## src/rtl/vlbp_pkg.sv

```systemverilog
// Shared constants and types for the variable-length bit packer.
package vlbp_pkg;

	localparam int CELL_W      = 16;  // cell_value field width
	localparam int LEN_W       = 5;   // bit length of a cell, 0..CELL_W
	localparam int OUT_WORD_W  = 64;  // packed_word field width
	localparam int VBITS_W     = 7;   // valid_bits field width
	localparam int OUT_TDATA_W = 72;  // packed_word + valid_bits, padded to bytes
	localparam int QUEUE_DEPTH = 4;
	localparam int QPTR_W      = 2;
	localparam int QCNT_W      = 3;

	// One classified cell travelling from front to back.
	typedef struct packed {
		logic [CELL_W-1:0] value;
		logic [LEN_W-1:0]  len;
		logic              last;
	} cell_ent_t;

endpackage

```

## src/rtl/vlbp_front.sv

```systemverilog
// Front stage: takes input beats, masks the value and finds its bit length.
module vlbp_front #(
	parameter int VALUE_WIDTH = 16
) (
	input  logic                        clk,
	input  logic                        arst_n,
	input  logic                        s_tvalid,
	output logic                        s_tready,
	input  logic [vlbp_pkg::CELL_W-1:0] s_tdata,
	input  logic                        s_tlast,
	output logic                        ent_valid,
	input  logic                        ent_ready,
	output vlbp_pkg::cell_ent_t         ent
);
	import vlbp_pkg::*;

	logic              valid_s1;
	cell_ent_t         ent_s1;
	logic [CELL_W-1:0] val_m;
	logic [LEN_W-1:0]  len_c;

	// drop bits at and above VALUE_WIDTH
	always_comb begin
		for (int i = 0; i < CELL_W; i++) begin
			val_m[i] = s_tdata[i] && (i < VALUE_WIDTH);
		end
	end

	// highest set bit + 1
	always_comb begin
		len_c = '0;
		for (int i = 0; i < CELL_W; i++) begin
			if (val_m[i]) begin
				len_c = LEN_W'(i + 1);
			end
		end
	end

	assign s_tready  = !valid_s1 || ent_ready;
	assign ent_valid = valid_s1;
	assign ent       = ent_s1;

	always_ff @(posedge clk or negedge arst_n) begin
		if (!arst_n) begin
			valid_s1 <= 1'b0;
		end else if (s_tready) begin
			valid_s1 <= s_tvalid;
		end
	end

	always_ff @(posedge clk) begin
		if (s_tvalid && s_tready) begin
			ent_s1.value <= val_m;
			ent_s1.len   <= len_c;
			ent_s1.last  <= s_tlast;
		end
	end

endmodule

```

## src/rtl/vlbp_queue.sv

```systemverilog
// Short FIFO of classified cells between front and back.
module vlbp_queue (
	input  logic                clk,
	input  logic                arst_n,
	input  logic                in_valid,
	output logic                in_ready,
	input  vlbp_pkg::cell_ent_t in_ent,
	output logic                out_valid,
	input  logic                out_pop,
	output vlbp_pkg::cell_ent_t out_ent
);
	import vlbp_pkg::*;

	cell_ent_t         slot_q [QUEUE_DEPTH];
	logic [QPTR_W-1:0] wr_ptr_q;
	logic [QPTR_W-1:0] rd_ptr_q;
	logic [QCNT_W-1:0] cnt_q;
	logic              push;

	assign in_ready  = (cnt_q != QCNT_W'(QUEUE_DEPTH));
	assign out_valid = (cnt_q != '0);
	assign out_ent   = slot_q[rd_ptr_q];
	assign push      = in_valid && in_ready;

	always_ff @(posedge clk or negedge arst_n) begin
		if (!arst_n) begin
			wr_ptr_q <= '0;
			rd_ptr_q <= '0;
			cnt_q    <= '0;
		end else begin
			if (push) begin
				wr_ptr_q <= wr_ptr_q + 1'b1;
			end
			if (out_pop) begin
				rd_ptr_q <= rd_ptr_q + 1'b1;
			end
			if (push && !out_pop) begin
				cnt_q <= cnt_q + 1'b1;
			end else if (!push && out_pop) begin
				cnt_q <= cnt_q - 1'b1;
			end
		end
	end

	always_ff @(posedge clk) begin
		if (push) begin
			slot_q[wr_ptr_q] <= in_ent;
		end
	end

`ifndef SYNTHESIS
	a_cnt_bound: assert property (@(posedge clk) disable iff (!arst_n)
		cnt_q <= QCNT_W'(QUEUE_DEPTH))
		else $error("queue count overflow");
	a_pop_nonempty: assert property (@(posedge clk) disable iff (!arst_n)
		out_pop |-> cnt_q != '0)
		else $error("pop from empty queue");
`endif

endmodule

```

## src/rtl/vlbp_back.sv

```systemverilog
// Back stage: shifts cells into the accumulator and emits full and flush words.
module vlbp_back #(
	parameter int WORD_WIDTH = 64
) (
	input  logic                             clk,
	input  logic                             arst_n,
	input  logic                             q_valid,
	output logic                             q_pop,
	input  vlbp_pkg::cell_ent_t              q_ent,
	output logic                             m_tvalid,
	input  logic                             m_tready,
	output logic [vlbp_pkg::OUT_TDATA_W-1:0] m_tdata,
	output logic                             m_tlast
);
	import vlbp_pkg::*;

	localparam int FILL_W = $clog2(WORD_WIDTH);
	localparam int SUM_W  = FILL_W + 1;
	localparam int ACC_W  = WORD_WIDTH + CELL_W;

	logic [WORD_WIDTH-1:0] pend_q;
	logic [FILL_W-1:0]     fill_q;
	logic                  o_valid_q;
	logic [OUT_WORD_W-1:0] o_word_q;
	logic [VBITS_W-1:0]    o_bits_q;
	logic                  o_last_q;
	logic                  x_valid_q;   // flush word waiting behind a full word
	logic [OUT_WORD_W-1:0] x_word_q;
	logic [VBITS_W-1:0]    x_bits_q;

	logic                  o_free;
	logic [ACC_W-1:0]      wide;
	logic [SUM_W-1:0]      sum;
	logic                  wrap;
	logic [WORD_WIDTH-1:0] next_pend;
	logic [FILL_W-1:0]     next_fill;

	assign o_free = !o_valid_q || m_tready;
	assign q_pop  = q_valid && !x_valid_q && o_free;

	assign wide      = ACC_W'(pend_q) | (ACC_W'(q_ent.value) << fill_q);
	assign sum       = SUM_W'(fill_q) + SUM_W'(q_ent.len);
	assign wrap      = (sum >= SUM_W'(WORD_WIDTH));

	always_comb begin
		if (wrap) begin
			next_pend = WORD_WIDTH'(wide >> WORD_WIDTH);
			next_fill = FILL_W'(sum - SUM_W'(WORD_WIDTH));
		end else begin
			next_pend = wide[WORD_WIDTH-1:0];
			next_fill = FILL_W'(sum);
		end
	end

	assign m_tvalid = o_valid_q;
	assign m_tdata  = {1'b0, o_bits_q, o_word_q};
	assign m_tlast  = o_last_q;

	always_ff @(posedge clk or negedge arst_n) begin
		if (!arst_n) begin
			pend_q    <= '0;
			fill_q    <= '0;
			o_valid_q <= 1'b0;
			x_valid_q <= 1'b0;
		end else begin
			if (x_valid_q && o_free) begin
				o_valid_q <= 1'b1;
				x_valid_q <= 1'b0;
			end else if (q_pop) begin
				o_valid_q <= wrap || q_ent.last;
				x_valid_q <= wrap && q_ent.last;
			end else if (m_tready) begin
				o_valid_q <= 1'b0;
			end
			if (q_pop) begin
				if (q_ent.last) begin
					pend_q <= '0;
					fill_q <= '0;
				end else begin
					pend_q <= next_pend;
					fill_q <= next_fill;
				end
			end
		end
	end

	always_ff @(posedge clk) begin
		if (x_valid_q && o_free) begin
			o_word_q <= x_word_q;
			o_bits_q <= x_bits_q;
			o_last_q <= 1'b1;
		end else if (q_pop) begin
			if (wrap) begin
				o_word_q <= OUT_WORD_W'(wide[WORD_WIDTH-1:0]);
				o_bits_q <= VBITS_W'(WORD_WIDTH);
				o_last_q <= 1'b0;
			end else begin
				o_word_q <= OUT_WORD_W'(next_pend);
				o_bits_q <= VBITS_W'(next_fill);
				o_last_q <= 1'b1;
			end
			x_word_q <= OUT_WORD_W'(next_pend);
			x_bits_q <= VBITS_W'(next_fill);
		end
	end

`ifndef SYNTHESIS
	a_fill_range: assert property (@(posedge clk) disable iff (!arst_n)
		SUM_W'(fill_q) < SUM_W'(WORD_WIDTH))
		else $error("fill count reached word width");
	a_flush_behind_full: assert property (@(posedge clk) disable iff (!arst_n)
		x_valid_q |-> o_valid_q && !o_last_q)
		else $error("held flush word without a full word ahead");
	a_clear_after_last: assert property (@(posedge clk) disable iff (!arst_n)
		q_pop && q_ent.last |=> fill_q == '0 && pend_q == '0)
		else $error("accumulator not cleared after last cell");
`endif

endmodule

```

## src/rtl/variable_length_bit_packer_core.sv

```systemverilog
// Top level of the variable-length bit packer.
// Each input beat carries one cell value; the block appends its significant bits
// (highest set bit + 1 of them, none for a zero value), least significant first, to a
// running bit stream and sends out a WORD_WIDTH-bit word each time one fills up, with
// valid_bits = WORD_WIDTH. A beat with tlast also flushes the partial word (possibly
// empty, valid_bits = 0) with tlast set on the output, and the accumulator starts over.
// One input beat can cause up to two output beats: a full word followed by the flush
// word. Input bits at and above VALUE_WIDTH are ignored. From input accept, a cell passes
// the classify register, the queue and the output register before its first output beat.
// Sustained rate is one beat per cycle on both sides while the output is not stalled; the
// packer holds its queue when a last beat also completes a word, as the single output
// register then carries two beats. A four-entry queue between the classifier and the
// packer absorbs that hold and output back-pressure. No clearing pass after reset.
module variable_length_bit_packer_core #(
	parameter int VALUE_WIDTH = 16,
	parameter int WORD_WIDTH  = 64
) (
	input  logic                             clk,
	input  logic                             arst_n,
	input  logic                             s_tvalid,
	output logic                             s_tready,
	input  logic [vlbp_pkg::CELL_W-1:0]      s_tdata,   // [15:0] cell_value
	input  logic                             s_tlast,   // last_cell
	output logic                             m_tvalid,
	input  logic                             m_tready,
	output logic [vlbp_pkg::OUT_TDATA_W-1:0] m_tdata,   // [63:0] packed_word, [70:64] valid_bits
	output logic                             m_tlast    // last_word
);
	import vlbp_pkg::*;

	logic      f_valid;
	logic      f_ready;
	cell_ent_t f_ent;
	logic      q_valid;
	logic      q_pop;
	cell_ent_t q_ent;

	// classify: mask and bit length
	vlbp_front #(
		.VALUE_WIDTH(VALUE_WIDTH)
	) u_front (
		.clk      (clk),
		.arst_n   (arst_n),
		.s_tvalid (s_tvalid),
		.s_tready (s_tready),
		.s_tdata  (s_tdata),
		.s_tlast  (s_tlast),
		.ent_valid(f_valid),
		.ent_ready(f_ready),
		.ent      (f_ent)
	);

	// decouples front from back
	vlbp_queue u_queue (
		.clk      (clk),
		.arst_n   (arst_n),
		.in_valid (f_valid),
		.in_ready (f_ready),
		.in_ent   (f_ent),
		.out_valid(q_valid),
		.out_pop  (q_pop),
		.out_ent  (q_ent)
	);

	// barrel shift into the accumulator, emit words
	vlbp_back #(
		.WORD_WIDTH(WORD_WIDTH)
	) u_back (
		.clk     (clk),
		.arst_n  (arst_n),
		.q_valid (q_valid),
		.q_pop   (q_pop),
		.q_ent   (q_ent),
		.m_tvalid(m_tvalid),
		.m_tready(m_tready),
		.m_tdata (m_tdata),
		.m_tlast (m_tlast)
	);

endmodule

```

## config.mk

```make
export PLATFORM = sky130hd
export DESIGN_NAME = variable_length_bit_packer_core
export DESIGN_NICKNAME = d
export VERILOG_FILES = /design/src/rtl/vlbp_pkg.sv /design/src/rtl/vlbp_front.sv /design/src/rtl/vlbp_queue.sv /design/src/rtl/vlbp_back.sv /design/src/rtl/variable_length_bit_packer_core.sv
export SDC_FILE = /design/constraint.sdc
export NUM_CORES = 1
export LEC_CHECK = 0
export BUFFER_PORTS_ARGS = -buffer_cell sky130_fd_sc_hd__buf_2
export CAP_MARGIN = 20
export CORE_UTILIZATION = 35
export CTS_CLUSTER_DIAMETER = 50
export DETAILED_ROUTE_END_ITERATION = 8
export PLACE_DENSITY_LB_ADDON = 0.1
export SYNTH_ARGS = -nofsm -noshare
export SYNTH_HDL_FRONTEND = slang
export SYNTH_SLANG_ARGS = --single-unit
```

## constraint.sdc

```tcl
create_clock -name clk -period 4.6 [get_ports clk]
set_clock_uncertainty 0.15 [all_clocks]
set_input_delay 0.92 -clock clk [delete_from_list [all_inputs] [get_ports clk]]
set_output_delay 0.92 -clock clk [all_outputs]
set_load 0.01 [all_outputs]
```

* Word level (Yosys, flattened, before mapping)
Memory sizes are Yosys's and may differ from the RTL's. Index checks and enable logic that the tools add are counted.
Operators by class: $add $sub $neg 6, magnitude comparators 1, eq/ne operators 1, shift-type cells 1, mux-type cells 35, bitwise gates (word level) 2, reductions and logical operators 21
Operator list (number):
- two-way mux 64 bit | 5
- bitwise OR 64 x 80 -> 80 bit | 1
- left shift 16 x 6 -> 80 bit | 1
- two-way mux 5 bit | 14
- two-way mux 6 bit | 3
- two-way mux 7 bit | 2
- two-way mux 1 bit | 9
- logical AND 1 bit | 8
- adder 6 x 5 -> 7 bit | 1
- >= comparator 7 bit, second input constant | 1
- two-way mux 3 bit | 2
- nonzero test 3 bit | 2
- subtractor 6 x 1 -> 6 bit, second input constant | 1
- logical NOT 1 bit | 5
- adder 2 x 1 -> 2 bit, second input constant | 2
- nonzero test 2 bit | 2
- adder 3 x 1 -> 3 bit, second input constant | 1
- logical OR 1 bit | 3
- != test 3 bit, second input constant | 1
- subtractor 3 x 1 -> 3 bit, second input constant | 1
- AND reduction 2 bit | 1
- NOT 1 bit | 1
Word-level totals: bits in registers 244, RAM bits 88, input port bits 21, output and inout bits 75, word-level logic and storage cells 85, memories 1
Memory list:
- u_queue.slot_q | words 4, bits a word 22, read ports 1, clocked after memory_dff 0, wr ports 1, line vlbp_queue.sv:14 | cell_ent_t slot_q [QUEUE_DEPTH];

* Longest topological paths before layout
Gate-level depths: netlist of run 1.
depth in word-level cells 15, gate-level depth with buffers 16, mapped depth without buffers 11

* Cells and area by module
From an unflattened synthesis of run 1, not the netlist that was laid out.
Second synthesis, totals: cells, all modules 1173, area, all modules 15287.2 um^2
By module, submodules not included:
- vlbp_back | instances 1, cells each 972, area an instance 10819.1 um^2
- vlbp_queue | instances 1, cells each 150, area an instance 3619.7 um^2
- vlbp_front | instances 1, cells each 51, area an instance 848.3 um^2

* Least setup slack after synthesis of run 1
No wires, ideal clock.
path type input to register, start in m_tready, end reg u_back.pend_q[13], library setup time 110 ps, arrival 4125 ps, required time 4340 ps, path slack 215 ps, stages 7, buffers on the path 2, path through nor2b_1 -> or3_1 -> clkbuf_1 -> inv_1 -> clkbuf_1 -> o21ai_0 -> a31oi_1
On the way: longest elaborated chain between the ends 2
RTL lines:
- from (decl) | line variable_length_bit_packer_core.sv:25 | input logic m_tready,
- logical OR 1 bit | line vlbp_back.sv:38 | assign o_free = !o_valid_q || m_tready;
- logical AND 1 bit | line vlbp_back.sv:39 | assign q_pop = q_valid && !x_valid_q && o_free;
- to (signal assigned) | line vlbp_back.sv:80 | pend_q <= next_pend;
- to (decl) | line vlbp_back.sv:21 | logic [WORD_WIDTH-1:0] pend_q;
Every way passes these cells. A chain may end at the register's enable or synchronous reset.

* Final worst setup path of run 1
start reg u_queue.rd_ptr_q[1], end reg u_back.o_word_q[24] (data pin)
On the way: longest elaborated chain between the ends 7
RTL lines:
- from (decl) | line vlbp_queue.sv:16 | logic [QPTR_W-1:0] rd_ptr_q;
- from (signal assigned) | line vlbp_queue.sv:35 | rd_ptr_q <= rd_ptr_q + 1'b1;
- memory read (4 x 22 bit) *
- adder 6 x 5 -> 7 bit / left shift 16 x 6 -> 80 bit (equally long branches) | line vlbp_back.sv:42, vlbp_back.sv:41
- >= comparator 7 bit / bitwise OR 64 x 80 -> 80 bit (equally long branches) | line vlbp_back.sv:43, vlbp_back.sv:41
- two-way mux 64 bit | line vlbp_back.sv:46 | if (wrap) begin
- two-way mux 64 bit * | line vlbp_back.sv:93 | if (wrap) begin
- two-way mux 64 bit * | line vlbp_back.sv:92 | end else if (q_pop) begin
- two-way mux 64 bit * | line vlbp_back.sv:88 | if (x_valid_q && o_free) begin
- to (signal assigned) | line vlbp_back.sv:89 | o_word_q <= x_word_q;
- to (signal assigned) | line vlbp_back.sv:94 | o_word_q <= OUT_WORD_W'(wide[WORD_WIDTH-1:0]);
- to (signal assigned) | line vlbp_back.sv:98 | o_word_q <= OUT_WORD_W'(next_pend);
- to (decl) | line vlbp_back.sv:24 | logic [OUT_WORD_W-1:0] o_word_q;
Mark *: on every way between the ends. The rest lies on a longest branch, timed or not. The select of a mux whose other input is x is not followed.

==> flow_metrics.py, run 1 <==
metrics = {
    "clocking": {
        "cts_sinks": 332,
        "clock_path_buffers": 3,
        "cts_inserted_buffers": 43,
        "ctsResizeCount": 0,
        "cts.clk_slew.worst_paths_ns": 0.06,
        "post-cts-setup-buffers": 0,
        "htreeDepth": 2,
        "ctsHoldBuffers": 0,
        "cts_tree": "built",
        "clock_latency_ns": 0.57,
        "root_buffer": "clkbuf_16",
    },
    "synth": {
        "yosys.area_share.simple": 0.0981,
        "syn_avg_cell_area_um2": 12.4,
        "yosysMostFrequentCell": "edfxtp_1",
        "synth_common_cells": "edfxtp_1 (251), nor2_1 (162), a21oi_1 (115)",
        "synthesis.area_mm2": 0.0154,
        "yosys.area_share.adder": 0.0108,
        "synth_top_area_frac": 0.491,
        "synth_nets": 1276,
        "synth_cell_types": 78,
        "yosysTopAreaCell": "edfxtp_1",
        "synth-seq-cells": 332,
        "synthCells": 1243,
        "ys.flop_type": "edfxtp_1",
        "synthMuxAreaShare": 0.102,
        "synth-edff-count": 251,
        "synthArstFlopShare": 0.241,
        "synth_seq_area_share": 0.622,
        "yosys-top-cells-area": "edfxtp_1 (49%), dfrtp_1 (13%), mux4_2 (4.7%)",
        "synth_top_family_by_area": "compound AO/OA/AOI/OAI gates",
        "synth-compound-area-share": 0.131,
        "ys_warn_count": 0,
        "synthXorXnorAreaFrac": 0.00570,
    },
    "finish": {
        "instances_no_fill": 1974,
        "fill_cells": 4111,
        "nNetsFinal": 1387,
        "layout-drive-gt1-share": 0.219,
        "areaGrowthSynthToFinish_pct": 18.3,
        "num_antenna_cells": 0,
    },
    "critical_path": {
        "criticalPathCategory": "register to register",
        "r2r_cells": 8,
        "cp_max_fo": 16,
        "r2r_slack_ns": 0.88,
        "cp_slowest_stage_delay_ns": 0.63,
        "crit_cells": 8,
        "rr_endpoint": "u_back.o_word_q[24]$_DFFE_PP_",
        "cp.arrival_ns": 3.88,
        "critPathCaptureType": "register",
        "critPathTopFamily": "compound AO/OA/AOI/OAI gates",
        "critPathSlowestCell": "dfrtp_2",
        "crit_required_ns": 4.75,
        "reg2reg_from": "u_queue.rd_ptr_q[1]$_DFFE_PN0P_",
        "cp_cell_sequence": "buf_12 -> mux2_1 -> mux4_2 -> mux2i_1 -> a2bb2oi_1 -> o21ai_1 -> a221oi_1 -> a21oi_1",
        "critPathLaunch": "u_queue.rd_ptr_q[1]$_DFFE_PN0P_",
        "cp_num_buf_inv": 1,
        "crit_end": "u_back.o_word_q[24]$_DFFE_PP_",
        "start_kind": "register",
    },
    "pwr": {
        "switchingPower_mw": 5.93,
        "p_leak_nw": 7.08,
        "irDropWorstVdd_mv": 0.292,
        "clkPwrFrac": 0.227,
        "p_comb_frac": 0.427,
        "seqPwrFrac": 0.346,
        "internal_power_mw": 9.21,
        "power_switching_share": 0.392,
        "powerDensity_mw_per_mm2": 833,
    },
    "floorplan": {
        "start_util": 0.356,
        "fp.dieH_um": 212,
        "fp.dieW_um": 212,
        "ios": 96,
        "num_rows": 76,
        "core-area_mm2": 0.0432,
        "die-area_mm2": 0.0447,
    },
    "timing": {
        "setup_tns_ns": 0,
        "setup_violations": 0,
        "final_max_slew_viol_count": 0,
        "fin_crit_sh": 0.810,
        "worstMarginPinSlew_ns": 0.882,
        "hold_viol_final": 0,
        "rsz0062_at_grt": "no",
        "relSlewSlack": 0.410,
        "fin_crit_ns": 3.72,
        "fmax_ghz": 0.268,
    },
    "route": {
        "vias": 10425,
        "wirelength_um": 42800,
        "drc": 0,
        "ant_nets": 0,
        "drt_iter0_markers": 839,
        "wl_per_cell_um": 21.7,
        "via_per_inst": 5.28,
        "drtPass1Iterations": 5,
    },
    "grt": {
        "grt_pass1_wl_um": 65700,
        "grt_usage": 0.196,
        "antenna_found_initial": 0,
        "grt_max_degree": 83,
        "grt_pass1_vias": 10440,
        "grt_overflow_total": 0,
    },
    "placement": {
        "dp.cells": 1893,
        "dpl.hpwl_um": 29100,
        "routabilityCongestion": 0.921,
        "port_buffers": 94,
    },
    "min_path": {
        "min_path_type": "primary input to asynchronous set/reset pin",
    },
    "flow_run": {
        "drv_cap": 0,
    },
    "status": {
        "status": "complete, no violations",
    },
}
==> worst min-delay path by stage <==
stage | start | to | slack, ns
2_1_floorplan | u_back.pend_q[48]$_DFFE_PN0P_ | u_back.pend_q[48]$_DFFE_PN0P_ | 0.29
3_3_place_gp | u_back.pend_q[48]$_DFFE_PN0P_ | u_back.pend_q[48]$_DFFE_PN0P_ | 0.31
3_5_place_dp | u_back.pend_q[48]$_DFFE_PN0P_ | u_back.pend_q[48]$_DFFE_PN0P_ | 0.31
4_1_cts | arst_n | u_back.pend_q[22]$_DFFE_PN0P_ | 0.31
5_1_grt | arst_n | u_back.pend_q[53]$_DFFE_PN0P_ | 0.35
6_report | arst_n | u_back.pend_q[57]$_DFFE_PN0P_ | 0.29
==> stage by stage <==
stage	hold WS, ns	total power, mW	cell area (um^2)	util	setup WS (ns)
2_1_floorplan	0.291	9.36	15400	-	0.215
3_3_place_gp	0.306	11.8	16700	0.386	0.925
3_5_place_dp	0.312	11.8	16700	0.386	0.871
4_1_cts	0.310	15.3	18200	0.420	0.865
5_1_grt	0.347	16.0	18200	0.421	0.642
6_report	0.293	15.1	18200	0.421	0.875
==> routing by layer <==
layer | global-route usage | routed length [um] | vias up
li1 | - | - | 4905
met1 | 0.262 | 18900 | 5150
met2 | 0.322 | 20500 | 284
met3 | 0.0273 | 1910 | 86
met4 | 0.0787 | 1460 | 0
met5 | 0 | 0 | -
==> power groups by stage <==
stage / Combinational, mW / Clock (mW) / Sequential (mW)
finish: 6.47 / 3.43 / 5.24
global route: 7.02 / 3.63 / 5.37
CTS: 6.50 / 3.51 / 5.27
detailed placement: 6.48 / 0 / 5.32
global placement: 6.45 / 0 / 5.31
floorplan: 4.02 / 0 / 5.34
==> cell usage in the layout (no fill, tap or decap), types with 18 or more instances in the layout <==
cell         n
edfxtp_1   251
nor2_1     162
a21oi_1    115
nand2_1    112
buf_2       93
dfrtp_1     79
o21ai_0     65
buf_4       45
clkbuf_16   44
mux2_2      35
mux4_2      32
mux2i_1     29
inv_1       25
nor3_1      20
nand3_1     18
o22ai_1     18
a31oi_1     18
==> sequential cells by signal (all words and copies together), names as in the netlist, 2 cells and up <==
signal / cells
u_back.o_bits_q: 7
u_front.ent: 22
u_back.fill_q: 6
u_back.pend_q: 64
u_queue.rd_ptr_q: 2
u_queue.slot_q: 88
u_back.o_word_q: 64
u_queue.wr_ptr_q: 2
u_queue.cnt_q: 3
u_back.x_word_q: 64
u_back.x_bits_q: 6
==> cell families after synthesis <==
family                     Yosys count
adders and majority gates           12
AOI/OAI and AO/OA                  320
other                                1
buffers and inverters              106
DFF                                332
muxes                              104
and+or+nand+nor                    358
xor gates and xnor gates            10
==> final cells by class <==
cell class,count,area [um^2],area share
clock buffers,52,1160,0.0639
repair buffers,144,918,0.0506
multi-input cells,805,5380,0.296
clock inverters,28,312,0.0171
flip-flops and latches,332,9560,0.526
inverters,28,106,0.00585
well taps,585,732,0.0403
(Power assumes the default switching activity.)
==> run 2: changes to the inputs <==
ABC_AREA = 1   (was unset)
clock period = 3.1 ns   (was 4.6 ns; I/O delays follow)
==> run 2 against run 1 <==
Effect of this change: synthesized cell count is 26% higher; design area is 1.3% higher; global-route usage decreased by 0.37 points; first-iteration DRC count is 9.5% higher; total power is 51% higher; flip-flop and latch count did not move; maximum frequency grew 26%; combinational power increased by 53%; via count grew 12%; clock-buffer cell count shrank 1; core utilization is 0.46 points higher; largest cell class unchanged; highest routed layer unchanged.
==> flow_metrics.py, run 2 <==
metrics = {
    "flow_run": {
        "drv_cap": 0,
    },
    "min_path": {
        "min_path_type": "primary input to register",
        "hp-start": "s_tlast",
    },
    "clocking": {
        "cts_tree": "built",
        "clock_path_buffers": 3,
        "root_buffer": "clkbuf_16",
        "clock_latency_ns": 0.56,
        "cts_sinks": 332,
        "cts.clk_slew.worst_paths_ns": 0.06,
        "cts_inserted_buffers": 44,
        "htreeDepth": 2,
    },
    "route": {
        "ant_nets": 0,
        "drc": 0,
        "wirelength_um": 42600,
        "drt_iter0_markers": 919,
        "wl_per_cell_um": 18.6,
        "vias": 11650,
        "drtPass1Iterations": 5,
        "via_per_inst": 5.08,
    },
    "critical_path": {
        "cp_max_fo": 37,
        "criticalPathCategory": "register to register",
        "start_kind": "register",
        "critPathTopFamily": "buffers and inverters",
        "critPathSlowestCell": "dfrtp_2",
        "crit_required_ns": 3.26,
        "cp_cell_sequence": "inv_8 -> buf_16 -> nor2_1 -> o22ai_1 -> ha_1 -> nand2_1 -> nor2_2 -> a211oi_2 -> nor2_1 -> inv_1 -> a21oi_4 -> buf_6 -> inv_4 -> buf_12 -> nand3_1 -> and2_1",
        "critPathCaptureType": "register",
        "crit_top_cell": "nor2_1",
        "cp.arrival_ns": 3.11,
        "cp_slowest_stage_delay_ns": 0.47,
        "critPathLaunch": "u_queue.rd_ptr_q[0]$_DFFE_PN0P_",
        "cp_num_buf_inv": 6,
        "reg2reg_from": "u_queue.rd_ptr_q[0]$_DFFE_PN0P_",
    },
    "synth": {
        "synthArstFlopShare": 0.241,
        "synth_cell_types": 46,
        "synth_common_cells": "nand2_1 (397), nand3_1 (265), edfxtp_1 (251)",
        "yosys.area_share.adder": 0.0107,
        "synthMuxAreaShare": 0.000729,
        "yosys-top-cells-area": "edfxtp_1 (49%), dfrtp_1 (13%), nand2_1 (9.6%)",
        "synth-edff-count": 251,
        "ys_warn_count": 0,
        "synth-seq-cells": 332,
        "yosys.area_share.simple": 0.238,
        "yosysTopAreaCell": "edfxtp_1",
        "synth_top_family_by_area": "simple AND/OR/NAND/NOR gates",
        "synthXorXnorAreaFrac": 0.00397,
        "synth_nets": 1599,
        "synthesis.area_mm2": 0.0154,
        "synth-compound-area-share": 0.0709,
        "yosysMostFrequentCell": "nand2_1",
        "synth_seq_area_share": 0.619,
        "synth_top_area_frac": 0.488,
        "syn_avg_cell_area_um2": 9.87,
        "ys.flop_type": "edfxtp_1",
        "synthCells": 1566,
    },
    "grt": {
        "met2_usage": 0.307,
        "grt_overflow_total": 0,
        "grt_max_degree": 86,
        "grt-busiest-layer": "met2",
        "use_met1": 0.266,
        "antenna_found_initial": 0,
        "grt_pass1_vias": 11216,
        "grt_use_met3": 0.0325,
        "grt_usage": 0.192,
        "grt_pass1_wl_um": 65900,
    },
    "timing": {
        "final_max_slew_viol_count": 0,
        "setup_violations": 0,
        "fin_crit_sh": 0.952,
        "holdWs_ns": 0.0798,
        "fin_crit_ns": 2.95,
        "worstMarginPinSlew_ns": 0.946,
        "fmax_ghz": 0.339,
        "rsz0062_at_grt": "yes",
        "hold_viol_final": 0,
        "setup_ws_ns": 0.149,
        "relSlewSlack": 0.368,
        "setup_tns_ns": 0,
    },
    "pwr": {
        "power_switching_share": 0.411,
        "total_power_mw": 22.8,
        "p_comb_frac": 0.434,
        "irDropWorstVdd_mv": 0.608,
        "p_leak_nw": 7.97,
        "internal_power_mw": 13.4,
        "seqPwrFrac": 0.341,
        "clkPwrFrac": 0.225,
        "switchingPower_mw": 9.40,
        "powerDensity_mw_per_mm2": 1240,
    },
    "placement": {
        "port_buffers": 94,
        "dpl.hpwl_um": 28400,
        "pre_cts_slack_ns": 0.0534,
        "routabilityCongestion": 0.876,
    },
    "finish": {
        "layout-drive-gt1-share": 0.165,
        "largest_reg_flops": 88,
        "num_antenna_cells": 0,
        "largest_register": "u_queue.slot_q",
        "nNetsFinal": 1708,
        "areaGrowthSynthToFinish_pct": 19.1,
        "final_cell_mix": "nand2_1 (396), nand3_1 (265), edfxtp_1 (251)",
        "fill_cells": 4171,
        "layout_commonest_cell": "nand2_1",
    },
    "floorplan": {
        "core-area_mm2": 0.0433,
        "fp.dieW_um": 212,
        "ios": 96,
        "start_util": 0.357,
        "fp.dieH_um": 212,
        "num_rows": 76,
        "die-area_mm2": 0.0450,
    },
    "status": {
        "status": "complete, no violations",
    },
}
==> run 2: cell types whose count changed after synthesis, sizes merged, moves of 19 or more <==
cell / change
nand2: +290
nand3: +262
inv: +81
nor2: -70
a21oi: -58
a31oi: +40
buf: +40
mux2: -37
mux4: -36
nand4: +32
mux2i: -30
clkbuf: -25
nor3: -19
==> run 2: cell type report <==
type	count	area (um^2)	share of cell area
multi-input cells	1031	5040	0.274
well taps	585	732	0.0398
clock buffers	51	1150	0.0623
inverters	110	424	0.0230
repair buffers	156	1160	0.0629
flip-flops and latches	332	9560	0.519
clock inverters	30	344	0.0187
==> run 2: kinds of logic after synthesis <==
logic type                 Yosys count
adders and majority gates           12
AOI/OAI and AO/OA                  188
and+or+nand+nor                    822
muxes                                1
buffers and inverters              203
xor gates and xnor gates             7
other                                1
DFF                                332
==> run 2: worst paths after layout <==
check                                                        to  slack (ns)  depth (start not counted)
worst max-delay path              u_back.x_word_q[13]$_DFFE_PP_        0.15                         16
worst min-delay path                   u_front.ent[0]$_DFFE_PP_        0.08                          1
worst max register to register    u_back.x_word_q[13]$_DFFE_PP_        0.15                         16
worst min register to register    u_back.pend_q[17]$_DFFE_PN0P_        0.33                          2
max in group asynchronous       u_queue.rd_ptr_q[0]$_DFFE_PN0P_        1.72                          3
min in group asynchronous         u_back.pend_q[27]$_DFFE_PN0P_        0.36                          2
==> run 2: timing repair <==
item                                    CTS  global route
endpoints found under the setup margin    0           100
endpoints found under the hold margin    22             0
hold buffers                              1             0
gates resized for setup                   0            14
buffers inserted                          0             6
==> run 2: power groups by stage <==
stage          logic [mW]  clock network (mW)  registers, mW
2_1_floorplan        6.15                   0           8.07
3_3_place_gp         9.79                   0           7.84
3_5_place_dp         9.84                   0           7.88
4_1_cts              9.86                5.26           7.80
5_1_grt              11.1                5.42           7.96
6_report             9.90                5.15           7.79
==> run 2: metal layers <==
metal  vias up  part of all wire  routed length, um
li1       5678                 -                  -
met1      5586              0.46              19500
met2       321              0.47              20100
met3        65             0.047               1990
met4         0             0.024               1040
met5         -                 0                  0
==> run 2: through the flow <==
stage | cells | area, um^2 | utilization
after floorplan | 1566 | 15500 | -
after global placement | 2204 | 16700 | 0.387
after detailed placement | 2204 | 16700 | 0.387
after CTS | 2286 | 18200 | 0.422
after global routing | 2295 | 18400 | 0.425
final | 2295 | 18400 | 0.425
==> run 3: changes to the inputs <==
CORE_UTILIZATION = 51   (was 35)
clock period = 3.6 ns   (was 3.1 ns; I/O delays follow)
==> run 3 against run 2 <==
Effect of this change: sequential power fell by 14%; sequential share of layout area increased by 2.7 points; wire length is 11% lower; design area down 4.9%; clock-buffer cell count fell by 5; global-route usage grew 5.3 points; flip-flop and latch count unchanged; maximum frequency shrank 7.9%; worst hold slack better by 0.066 ns; combinational power decreased by 19%; critical path depth unchanged; critical path type unchanged; critical endpoint is now u_back.pend_q[57]$_DFFE_PN0P_.
==> flow_metrics.py, run 3 (synthesized netlist as in run 2, its figures left out) <==
metrics = {
    "timing": {
        "fin_crit_ns": 3.20,
        "setup_violations": 0,
        "setup_tns_ns": 0,
        "fin_crit_sh": 0.890,
        "final_max_slew_viol_count": 0,
        "holdWs_ns": 0.145,
        "worstMarginPinSlew_ns": 0.891,
        "setup_ws_ns": 0.395,
        "fmax_ghz": 0.312,
        "relSlewSlack": 0.405,
        "rsz0062_at_grt": "no",
        "hold_viol_final": 0,
    },
    "floorplan": {
        "start_util": 0.520,
        "fp.dieW_um": 176,
        "ios": 96,
        "num_rows": 63,
        "fp.dieH_um": 176,
        "core-area_mm2": 0.0297,
        "die-area_mm2": 0.0310,
    },
    "pwr": {
        "p_leak_nw": 7.65,
        "clkPwrFrac": 0.198,
        "power_switching_share": 0.412,
        "powerDensity_mw_per_mm2": 1050,
        "irDropWorstVdd_mv": 0.426,
        "seqPwrFrac": 0.367,
        "internal_power_mw": 10.8,
        "total_power_mw": 18.3,
        "p_comb_frac": 0.435,
        "switchingPower_mw": 7.56,
    },
    "grt": {
        "grt_pass1_vias": 10698,
        "grt_max_degree": 100,
        "antenna_found_initial": 0,
        "grt_overflow_total": 0,
        "grt_pass1_wl_um": 59100,
        "grt_usage": 0.246,
    },
    "route": {
        "ant_nets": 0,
        "vias": 11613,
        "drtPass1Iterations": 6,
        "wl_per_cell_um": 18.4,
        "via_per_inst": 5.64,
        "drc": 0,
        "wirelength_um": 37900,
        "drt_iter0_markers": 1294,
    },
    "clocking": {
        "cts_sinks": 332,
        "clock_latency_ns": 0.50,
        "root_buffer": "clkbuf_16",
        "ctsHoldBuffers": 0,
        "htreeDepth": 2,
        "cts_tree": "built",
        "cts_inserted_buffers": 37,
        "cts.clk_slew.worst_paths_ns": 0.06,
        "clock_path_buffers": 3,
    },
    "placement": {
        "dpl.hpwl_um": 24800,
        "place_area_mm2": 0.0163,
        "port_buffers": 94,
        "routabilityCongestion": 0.908,
        "dp.cells": 1991,
        "pre_cts_slack_ns": 0.220,
    },
    "finish": {
        "nNetsFinal": 1677,
        "areaGrowthSynthToFinish_pct": 13.3,
        "layout-drive-gt1-share": 0.141,
        "largest_reg_flops": 88,
        "final_cell_mix": "nand2_1 (396), nand3_1 (265), edfxtp_1 (251)",
        "fill_cells": 2542,
        "seq_area_mm2": 0.00956,
        "num_antenna_cells": 0,
        "final_util": 0.589,
        "instances_no_fill": 2060,
        "layout_commonest_cell": "nand2_1",
        "final_cell_area_mm2": 0.0175,
        "multiInputGateArea_mm2": 0.00503,
        "largest_register": "u_queue.slot_q",
    },
    "critical_path": {
        "cp_max_fo": 30,
        "crit_required_ns": 3.84,
        "criticalPathCategory": "register to register",
        "critPathCaptureType": "register",
        "r2r_cells": 16,
        "start_kind": "register",
        "cp.arrival_ns": 3.44,
    },
    "flow_run": {
        "drv_cap": 0,
    },
    "status": {
        "status": "complete, no violations",
    },
    "min_path": {
        "min_path_type": "primary input to asynchronous set/reset pin",
    },
}
==> run 3: cell count changes in the layout (fill, tap and decap cells not counted), sizes merged <==
cell,change
clkbuf,-7
buf,-21
clkinvlp,-2
dlygate4sd3,-1
bufinv,-2
inv,-7
==> run 3: path summary, 6_finish.rpt <==
path,from,endpoint,slack [ns]
min in group clk,s_tlast,u_front.ent[0]$_DFFE_PP_,0.25
worst max-delay path,u_queue.rd_ptr_q[1]$_DFFE_PN0P_,u_back.pend_q[57]$_DFFE_PN0P_,0.40
worst min register to register,u_back.m_tlast$_SDFFE_PP1P_,u_back.m_tlast$_SDFFE_PP1P_,0.33
max in group asynchronous,arst_n,u_back.pend_q[19]$_DFFE_PN0P_,2.42
worst min-delay path,arst_n,u_queue.wr_ptr_q[1]$_DFFE_PN0P_,0.15
worst max register to register,u_queue.rd_ptr_q[1]$_DFFE_PN0P_,u_back.pend_q[57]$_DFFE_PN0P_,0.40
==> run 3: worst max-delay path, stage by stage (launching register included) <==
cell	delay, ns
dfrtp_1	0.46
inv_4	0.18
o21ai_0	0.11
o22ai_1	0.13
ha_1	0.18
inv_1	0.06
fa_1	0.43
nor2_1	0.13
a211oi_1	0.06
nor2_1	0.10
inv_1	0.09
a21oi_4	0.26
inv_4	0.17
buf_12	0.21
buf_4	0.19
nand3_1	0.08
nand2_1	0.07
==> run 3: layout make-up <==
| cell class | count | share of cell area |
|---|---|---|
| flip-flops and latches | 332 | 0.546 |
| multi-input cells | 1031 | 0.287 |
| clock buffers | 46 | 0.0560 |
| repair buffers | 132 | 0.0476 |
| well taps | 390 | 0.0279 |
| inverters | 110 | 0.0244 |
| clock inverters | 19 | 0.0105 |
==> run 3: timing repair <==
| item | CTS | global route |
|---|---|---|
| setup endpoints to repair | 0 | 19 |
| buffers inserted | 0 | 2 |
| resized for setup | 0 | 6 |
==> run 3: routing by layer <==
metal | wire (um) | GRT usage
met1 | 16800 | 0.354
met2 | 17700 | 0.385
met3 | 2320 | 0.0334
met4 | 1080 | 0.0804
met5 | 0 | 0
==> run 3: power by group through the flow <==
stage	combinational, mW	sequential [mW]	clock [mW]
3_5_place_dp	7.86	6.80	0
4_1_cts	7.89	6.73	3.69
6_report	7.97	6.73	3.63
2_1_floorplan	5.28	6.97	0
3_3_place_gp	7.72	6.76	0
5_1_grt	8.85	6.86	3.84
